[config.mk]
export PLATFORM = sky130hd
export DESIGN_NAME = swmd_ctrl
export DESIGN_NICKNAME = d
export VERILOG_FILES = /design/src/rtl/swmd_pkg.sv /design/src/rtl/swmd_ctrl.sv
export SDC_FILE = /design/constraint.sdc
export NUM_CORES = 1
export LEC_CHECK = 0
export ABC_AREA = 1
export BUFFER_PORTS_ARGS = -buffer_cell sky130_fd_sc_hd__buf_2
export CORE_AREA = 2 2 39 41
export CTS_CLUSTER_SIZE = 40
export DETAILED_ROUTE_END_ITERATION = 10
export DIE_AREA = 0 0 41 43
export MAX_ROUTING_LAYER = met4
export PLACE_DENSITY = 0.51
export SLEW_MARGIN = 20
export SYNTH_ARGS = -nofsm -noshare
export SYNTH_HDL_FRONTEND = slang
export SYNTH_SLANG_ARGS = --single-unit
[constraint.sdc]
create_clock -name clk_i -period 3.09 [get_ports clk_i]
set_clock_uncertainty 0.1 [all_clocks]
set_input_delay 0 -clock clk_i [delete_from_list [all_inputs] [get_ports clk_i]]
set_output_delay 0 -clock clk_i [all_outputs]
set_load 0.05 [all_outputs]
[src/rtl/swmd_pkg.sv]
// ----------------------------------------------------------------------------
// swmd_pkg
// Shared constants, types and helpers for the sliding-window minimum delay
// tracker.
// ----------------------------------------------------------------------------
package swmd_pkg;

  localparam int unsigned STORE_DEPTH = 128;
  localparam int unsigned IDX_W       = $clog2(STORE_DEPTH);
  localparam int unsigned CNT_W       = $clog2(STORE_DEPTH + 1);
  localparam int unsigned DATA_W      = 32;

  localparam logic [DATA_W-1:0] WINDOW_RESET = DATA_W'(120000);

  // Which store position a read is aimed at.
  typedef enum logic [2:0] {
    RD_HEAD,
    RD_HEAD_NEXT,
    RD_TAIL,
    RD_TAIL_PREV,
    RD_FRONT
  } rd_sel_e;

  typedef struct packed {
    logic    load_in;
    logic    rd_en;
    rd_sel_e rd_sel;
    logic    pop_front;
    logic    pop_tail;
    logic    clear;
    logic    append;
    logic    load_out;
  } swmd_cmd_t;

  typedef struct packed {
    logic empty;
    logic one_left;
    logic expired;
    logic below_front;
    logic trim_hit;
    logic out_busy;
  } swmd_status_t;

  // Circular position: base plus offset, wrapped once into the store.
  function automatic logic [IDX_W-1:0] wrap_add(input logic [IDX_W-1:0] base,
                                                input logic [CNT_W-1:0] off);
    logic [CNT_W:0] sum;
    sum = (CNT_W + 1)'(base) + (CNT_W + 1)'(off);
    if (sum >= (CNT_W + 1)'(STORE_DEPTH)) begin
      sum = sum - (CNT_W + 1)'(STORE_DEPTH);
    end
    return sum[IDX_W-1:0];
  endfunction

endpackage

[src/rtl/swmd_ctrl.sv]
// ----------------------------------------------------------------------------
// swmd_ctrl
// Sequencer for the minimum delay tracker: front expiry walk, tail trim walk,
// append and result hand-off.
// ----------------------------------------------------------------------------
module swmd_ctrl (
  input  logic                   clk_i,
  input  logic                   rst_ni,
  input  logic                   in_valid_i,
  output logic                   in_ready_o,
  input  swmd_pkg::swmd_status_t status_i,
  output swmd_pkg::swmd_cmd_t    cmd_o
);

  localparam logic [2:0] ST_IDLE   = 3'd0;
  localparam logic [2:0] ST_EXPIRE = 3'd1;
  localparam logic [2:0] ST_TRIM   = 3'd2;
  localparam logic [2:0] ST_WRITE  = 3'd3;
  localparam logic [2:0] ST_RESULT = 3'd4;

  logic [2:0] state_q, state_d;

  assign in_ready_o = (state_q == ST_IDLE);

  always_comb begin
    state_d = state_q;
    cmd_o   = '0;
    cmd_o.rd_sel = swmd_pkg::RD_HEAD;
    case (state_q)
      ST_IDLE: begin
        if (in_valid_i) begin
          cmd_o.load_in = 1'b1;
          cmd_o.rd_en   = 1'b1;
          state_d = status_i.empty ? ST_WRITE : ST_EXPIRE;
        end
      end
      // The read data holds the current front entry.
      ST_EXPIRE: begin
        if (status_i.expired) begin
          cmd_o.pop_front = 1'b1;
          if (status_i.one_left) begin
            state_d = ST_WRITE;
          end else begin
            cmd_o.rd_en  = 1'b1;
            cmd_o.rd_sel = swmd_pkg::RD_HEAD_NEXT;
          end
        end else if (status_i.below_front) begin
          cmd_o.clear = 1'b1;
          state_d = ST_WRITE;
        end else begin
          cmd_o.rd_en  = 1'b1;
          cmd_o.rd_sel = swmd_pkg::RD_TAIL;
          state_d = ST_TRIM;
        end
      end
      // The read data holds the current tail entry.
      ST_TRIM: begin
        if (status_i.trim_hit) begin
          cmd_o.pop_tail = 1'b1;
          if (status_i.one_left) begin
            state_d = ST_WRITE;
          end else begin
            cmd_o.rd_en  = 1'b1;
            cmd_o.rd_sel = swmd_pkg::RD_TAIL_PREV;
          end
        end else begin
          state_d = ST_WRITE;
        end
      end
      ST_WRITE: begin
        cmd_o.append = 1'b1;
        cmd_o.rd_en  = 1'b1;
        cmd_o.rd_sel = swmd_pkg::RD_FRONT;
        state_d = ST_RESULT;
      end
      ST_RESULT: begin
        if (!status_i.out_busy) begin
          cmd_o.load_out = 1'b1;
          state_d = ST_IDLE;
        end
      end
      default: begin
        state_d = ST_IDLE;
      end
    endcase
  end

  always_ff @(posedge clk_i or negedge rst_ni) begin
    if (!rst_ni) begin
      state_q <= ST_IDLE;
    end else begin
      state_q <= state_d;
    end
  end

  a_one_result_per_word : assert property (@(posedge clk_i) disable iff (!rst_ni)
    cmd_o.append |=> cmd_o.load_out || state_q == ST_RESULT)
    else $error("append not followed by a result");

endmodule
==> results of run 1 <==
==> kinds of logic after synthesis <==
| group | Yosys count |
|---|---|
| and+or+nand+nor | 28 |
| buffers and inverters | 12 |
| DFF | 3 |
| AOI/OAI and AO/OA | 8 |
==> metrics by stage <==
stage	hold slack (ps)	setup slack (ps)	util
after global placement	-303	1800	0.305
after CTS	122	1420	0.360
after global routing	201	1310	0.360
after detailed placement	-303	1800	0.305
final	122	1440	0.360
after floorplan	-396	996	-
==> layer usage <==
| layer | wire [um] | share of wire | vias up | global-route usage |
|---|---|---|---|---|
| li1 | - | - | 216 | - |
| met1 | 336 | 0.42 | 170 | 0.123 |
| met2 | 442 | 0.55 | 7 | 0.178 |
| met3 | 26 | 0.032 | 0 | 0.0314 |
| met4 | 0 | 0 | 0 | 0.0800 |
| met5 | 0 | 0 | - | - |
==> worst max path at each step <==
| stage | cells after the start | slack (ps) | end | from |
|---|---|---|---|---|
| floorplan | 2 | 1000 | cmd_o[0] | state_q[2] |
| global placement | 7 | 1800 | cmd_o[8] | state_q[0] |
| detailed placement | 7 | 1800 | cmd_o[8] | state_q[0] |
| CTS | 5 | 1420 | state_q[1] | state_q[0] |
| global route | 5 | 1310 | state_q[1] | state_q[0] |
| finish | 5 | 1440 | state_q[1] | state_q[0] |
==> area by class of cell <==
| class | count | area share |
|---|---|---|
| well taps | 16 | 0.0402 |
| clock buffers | 4 | 0.0528 |
| inverters | 12 | 0.0905 |
| flip-flops and latches | 3 | 0.151 |
| repair buffers | 24 | 0.291 |
| multi-input cells | 36 | 0.374 |
==> where the power goes <==
group	leakage, nW	internal (mW)	switching (mW)
Combinational	0.230	0.122	0.345
Sequential	0.0380	0.0597	0.0278
Clock	0.0150	0.0483	0.0191
Total	0.283	0.230	0.392
==> critical path: cells and delay by family (launching register included) <==
kind                   cells  cell delay [ps]
AO/OA/AOI/OAI              2              180
buffers and inverters      1              550
flip-flops                 1              420
AND/OR/NAND/NOR            2              290
==> synth_stat cells <==
library cell and number:
inv_1 7, nand2_1 7, nor2_1 7, inv_2 5
nand3_1 5, nor2_2 4, o21ai_1 4, dfrtp_1 3
nand2_2 2, a21oi_1 1, a31oi_1 1, nor2_4 1
nor3_2 1, nor4_1 1, o211ai_1 1, o21ai_0 1
==> flow_metrics.tcl, run 1 <==
set metrics [dict create \
    netlist_top_cells_area "dfrtp_1 24%, inv_1 8.6%, nand2_1 8.6%" \
    final_nets 89 \
    synth_fa_ha_area_frac 0 \
    antenna_left 0 \
    dp_hpwl_um 660 \
    cp_slowest_cell "dlygate4sd3_1" \
    crit_arrival_ps 1660 \
    post_dp_cell_area_um2 422 \
    grt_overflow 0 \
    port_buffers 19 \
    period_minus_slack_ps 1650 \
    total_power_mw 0.622 \
    grt_pass1_vias 374 \
    worst_hold_path.endpoint "state_q[0]" \
    route.detailed.drc 0 \
    setup_violations 0 \
    grt_start_max_net_pins 9 \
    multi_input_area_um2 186 \
    yosys_register_bits 3 \
    ios 20 \
    hold_start "status_i[1]" \
    row_count 14 \
    fin_tns_setup_ps 0 \
    cts.repair.resized 0 \
    hold_class "in2reg" \
    netlist_area_um2 307 \
    antenna_found_initial 0 \
    yosysTopAreaCell "dfrtp_1" \
    first_iter_violations 4 \
    reg_top3 "state_q (3)" \
    cts_hold_buf 5 \
    r2r-start "state_q[0]" \
    ys_warn_count 0 \
    power_leakage_nw 0.283 \
    grt.total_usage 0.117 \
    cts_tree "yes" \
    cts_buffer_depth 2 \
    avgSynthCellArea_um2 6.01 \
    viasPerCell 4.14 \
    tightest_slew_ps 254 \
    power.density_nw_per_um2 1250 \
    largest-register "state_q" \
    post-route-period-util 0.535 \
    path_cells "nor2_1 > nand2_2 > o21ai_1 > a21oi_1 > dlygate4sd3_1" \
    grt_pass1_wl_um 1350 \
    vdd_drop_max_v 0.000493 \
    synth-simple-area-share 0.465 \
    start_kind "flop" \
    end_kind "flop" \
    numCtsBuffers 3 \
    first_pass_iters 2 \
    register_area_um2 75.1 \
    start_util 0.222 \
    r2r-end "state_q[1]" \
    slew_headroom 0.832 \
    largest_reg_flops 3 \
    clockRootBuffer "clkbuf_4" \
    htreeDepth 1 \
    synthMuxAreaShare 0 \
    maxSlewViolCount 0 \
    synth_top_cell_area_share 0.245 \
    diodes 0 \
    mostFrequentLayoutCells "19 x buf_2, 7 x nor2_1, 7 x inv_1, 7 x nand2_1" \
    critical_path_class "reg2reg" \
    rrSetupSlack_ps 1440 \
    hold_depth 6 \
    worstPathMaxFanout 4 \
    chipHeight_um 43 \
    syn_to_final_growth_pct 62.4 \
    hold_violations 0 \
    clkTransAtPathRegs_ps 40 \
    die_area_um2 1760 \
    crit_required_ps 3100 \
    synth_xor_area_frac 0 \
    cts.sinks 3 \
    syn_inst 51 \
    final_design_area_no_fill_um2 498 \
    clock_latency_ps 230 \
    wl_um 806 \
    max_freq_mhz 604 \
    instances_no_fill 95 \
    coreArea_um2 1380 \
    synth_compound_area_frac 0.143 \
    synth_top_family_by_area "simple AND/OR/NAND/NOR gates" \
    status "finished clean" \
    vias 393 \
    postSynthNetCount 60 \
    yosysUniqueCellTypes 16 \
    synth_seq_area_share 0.245 \
    layout_commonest_cell "buf_2" \
    die_w_um 41 \
    cts_setup_buffers 0 \
    n_fill_cell 162 \
    dp_cells 86 \
    post_route_cells_drive_above_1_share 0.443 \
    grt_setup_unrepaired "false" \
    ff2ff_path_depth 5 \
    wl_per_cell_um 8.48 \
    maxCapViolations 0 \
    cpPeakStageDelay_ps 550 \
    place_congestion 0.797 \
]
Note: power is estimated with default switching activity, not from simulation.
==> run 2, diff against run 1 <==
--- a/config.mk
+++ b/config.mk
@@ -5,14 +5,14 @@
 export SDC_FILE = /design/constraint.sdc
 export NUM_CORES = 1
 export LEC_CHECK = 0
-export ABC_AREA = 1
+export ABC_AREA = 0
 export BUFFER_PORTS_ARGS = -buffer_cell sky130_fd_sc_hd__buf_2
 export CORE_AREA = 2 2 39 41
 export CTS_CLUSTER_SIZE = 40
 export DETAILED_ROUTE_END_ITERATION = 10
 export DIE_AREA = 0 0 41 43
 export MAX_ROUTING_LAYER = met4
-export PLACE_DENSITY = 0.51
+export PLACE_DENSITY = 0.52
 export SLEW_MARGIN = 20
 export SYNTH_ARGS = -nofsm -noshare
 export SYNTH_HDL_FRONTEND = slang
==> constraint.sdc (replaced) <==
create_clock -name clk_i -period 1.5 [get_ports clk_i]
set_clock_uncertainty 0.1 [all_clocks]
set_input_delay 0 -clock clk_i [delete_from_list [all_inputs] [get_ports clk_i]]
set_output_delay 0 -clock clk_i [all_outputs]
set_load 0.05 [all_outputs]
==> run 2 against run 1 <==
Net effect:
- wire length is 12% higher
- via count is 1.5% lower
- largest power group unchanged
- clock power is 120% higher
- global-route usage is 1.6 points higher
- critical path depth is 1 lower
==> flow_metrics.tcl, run 2 <==
set metrics [dict create \
    post-route-period-util 0.987 \
    viasPerCell 4.72 \
    wl_met3_um 73 \
    power.density_nw_per_um2 2260 \
    power_switching_mw 0.723 \
    first_iter_violations 8 \
    synth_common_cells "3 x dfrtp_1, 3 x nand2_1, 3 x nor2_1" \
    final_design_area_no_fill_um2 594 \
    synth_edf_count 0 \
    path_cells "and4bb_2 > nand2_2 > o41ai_2 > buf_4" \
    seqPwrFrac 0.140 \
    syn_inst 35 \
    grt.total_usage 0.133 \
    vias 387 \
    crit_arrival_ps 1380 \
    reg_top3 "state_q (3)" \
    syn_to_final_growth_pct 98.7 \
    synth_seq_area_share 0.251 \
    grt_pass1_vias 342 \
    row_count 14 \
    wl_um 899 \
    yosysTopAreaCell "dfrtp_1" \
    worstPathMaxFanout 5 \
    largest-register "state_q" \
    die_w_um 41 \
    dp_slack_ps 162 \
    top_layer "met3" \
    largest_reg_flops 3 \
    slew_headroom 0.840 \
    synth-simple-area-share 0.364 \
    grt_pass1_wl_um 1460 \
    clkPwrFrac 0.111 \
    hold_class "in2reg" \
    yosysUniqueCellTypes 25 \
    grt_setup_unrepaired "true" \
    place_congestion 0.800 \
    switching_share 0.538 \
    cpPeakStageDelay_ps 430 \
    netlist_area_um2 299 \
    clockRootBuffer "clkbuf_4" \
    period_minus_slack_ps 1480 \
    first_pass_iters 4 \
    synth_xor_area_frac 0 \
    synth_top_family_by_area "simple AND/OR/NAND/NOR gates" \
    power_leakage_nw 0.292 \
    ys.flop_type "dfrtp_1" \
    clkTransAtPathRegs_ps 40 \
    wl_met1_um 374 \
    internal_power_mw 0.620 \
    clock_latency_ps 240 \
    yosys_register_bits 3 \
    maxCapViolations 0 \
    post_dp_cell_area_um2 447 \
    synthMuxAreaShare 0.0335 \
    synth_top_cell_area_share 0.251 \
    final_nets 76 \
    max_freq_mhz 675 \
    vdd_drop_max_v 0.000989 \
    total_power_mw 1.34 \
    numCtsBuffers 3 \
    cp-startpoint "state_q[2]" \
    synth_compound_area_frac 0.255 \
    critical_path_class "reg2out" \
    holdWs_ps 30.8 \
    ys_async_sr_fraction 1.00 \
    route.detailed.drc 0 \
    n_fill_cell 143 \
    setup_violations 0 \
    status "finished clean" \
    grt_start_max_net_pins 8 \
    htreeDepth 1 \
    crit_required_ps 1400 \
    start_util 0.216 \
    wl_met2_um 451 \
    port_buffers 19 \
    layout_commonest_cell "buf_2" \
    maxSlewViolCount 0 \
    post_route_cells_drive_above_1_share 0.667 \
    postSynthNetCount 44 \
    cts_tree "yes" \
    layout_setup_ws_ps 19.3 \
    hold_start "status_i[3]" \
    avgSynthCellArea_um2 8.54 \
    antenna_left 0 \
    start_kind "flop" \
    ys_warn_count 0 \
    hold_violations 0 \
    tightest_slew_ps 238 \
    antenna_found_initial 0 \
    mostFrequentLayoutCells "14 x buf_2, 6 x dlygate4sd3_1, 6 x buf_4" \
    coreArea_um2 1380 \
    chipHeight_um 43 \
    cp_slowest_cell "dfrtp_2" \
    diodes 0 \
    p_comb_frac 0.749 \
    synth_fa_ha_area_frac 0 \
    r2r-start "state_q[1]" \
    end_kind "primary output" \
    ios 20 \
    dp_hpwl_um 641 \
    netlist_top_cells_area "dfrtp_1 25%, nor3b_2 8.4%, and4bb_2 4.2%" \
    grt_overflow 0 \
    cts.sinks 3 \
    die_area_um2 1760 \
    cts_buffer_depth 2 \
    wl_per_cell_um 11.0 \
]
==> run 2: worst paths after layout <==
check                             end  slack, ps  depth (start not counted)
setup / recovery             cmd_o[6]         20                          4
hold / removal             state_q[1]         30                          3
setup reg to reg           state_q[0]        280                          4
hold reg to reg            state_q[1]        530                          2
max in group asynchronous  state_q[0]        590                          3
min in group asynchronous  state_q[1]        530                          3
==> run 2: layout make-up <==
| type | instances | area, um2 | share of cell area |
|---|---|---|---|
| Multi-Input combinational cell | 27 | 238 | 0.400 |
| Timing Repair Buffer | 30 | 224 | 0.377 |
| Sequential cell | 3 | 78.8 | 0.133 |
| Clock buffer | 4 | 26.3 | 0.0442 |
| Tap cell | 16 | 20.0 | 0.0337 |
| Inverter | 2 | 7.51 | 0.0126 |
==> run 2: what timing repair did <==
| action | CTS | global route |
|---|---|---|
| buffers inserted | 0 | 2 |
| hold buffers | 6 | 0 |
| setup endpoints to repair | 5 | 6 |
| gates resized for setup | 10 | 7 |
| pin swaps | 0 | 2 |
| hold endpoints to repair | 6 | 0 |
==> run 2: routing by layer <==
layer  global-route usage  vias up
met3               0.0628        0
met2                0.166       19
met5                    -        -
met4                0.100        0
li1                     -      189
met1                0.158      179
==> run 2: cell families (layout without fill, tap and decap cells) <==
group           count (synthesis)  after routing
buf+inv                         5             36
compound gates                 10             10
simple gates                   16             16
flops                           3              3
mux                             1              1
==> run 2: critical path: cells and delay by family (launching register included) <==
family / cells / cell delay, ps
flip-flops: 1 / 430
AND/OR/NAND/NOR: 2 / 400
buffers and inverters: 1 / 250
AO/OA/AOI/OAI: 1 / 50
==> run 2: stage by stage <==
stage	TNS (ps)	util	instances
floorplan	-362	-	35
global placement	0	0.323	70
detailed placement	0	0.323	70
CTS	-30.8	0.403	80
global route	-75.6	0.429	82
finish	0	0.429	82
==> run 2: power groups by stage <==
stage	Clock (mW)	Sequential, mW	Combinational [mW]
floorplan	0	0.128	0.759
global placement	0	0.182	0.869
detailed placement	0	0.182	0.866
CTS	0.155	0.188	0.931
global route	0.167	0.197	1.07
finish	0.149	0.189	1.01
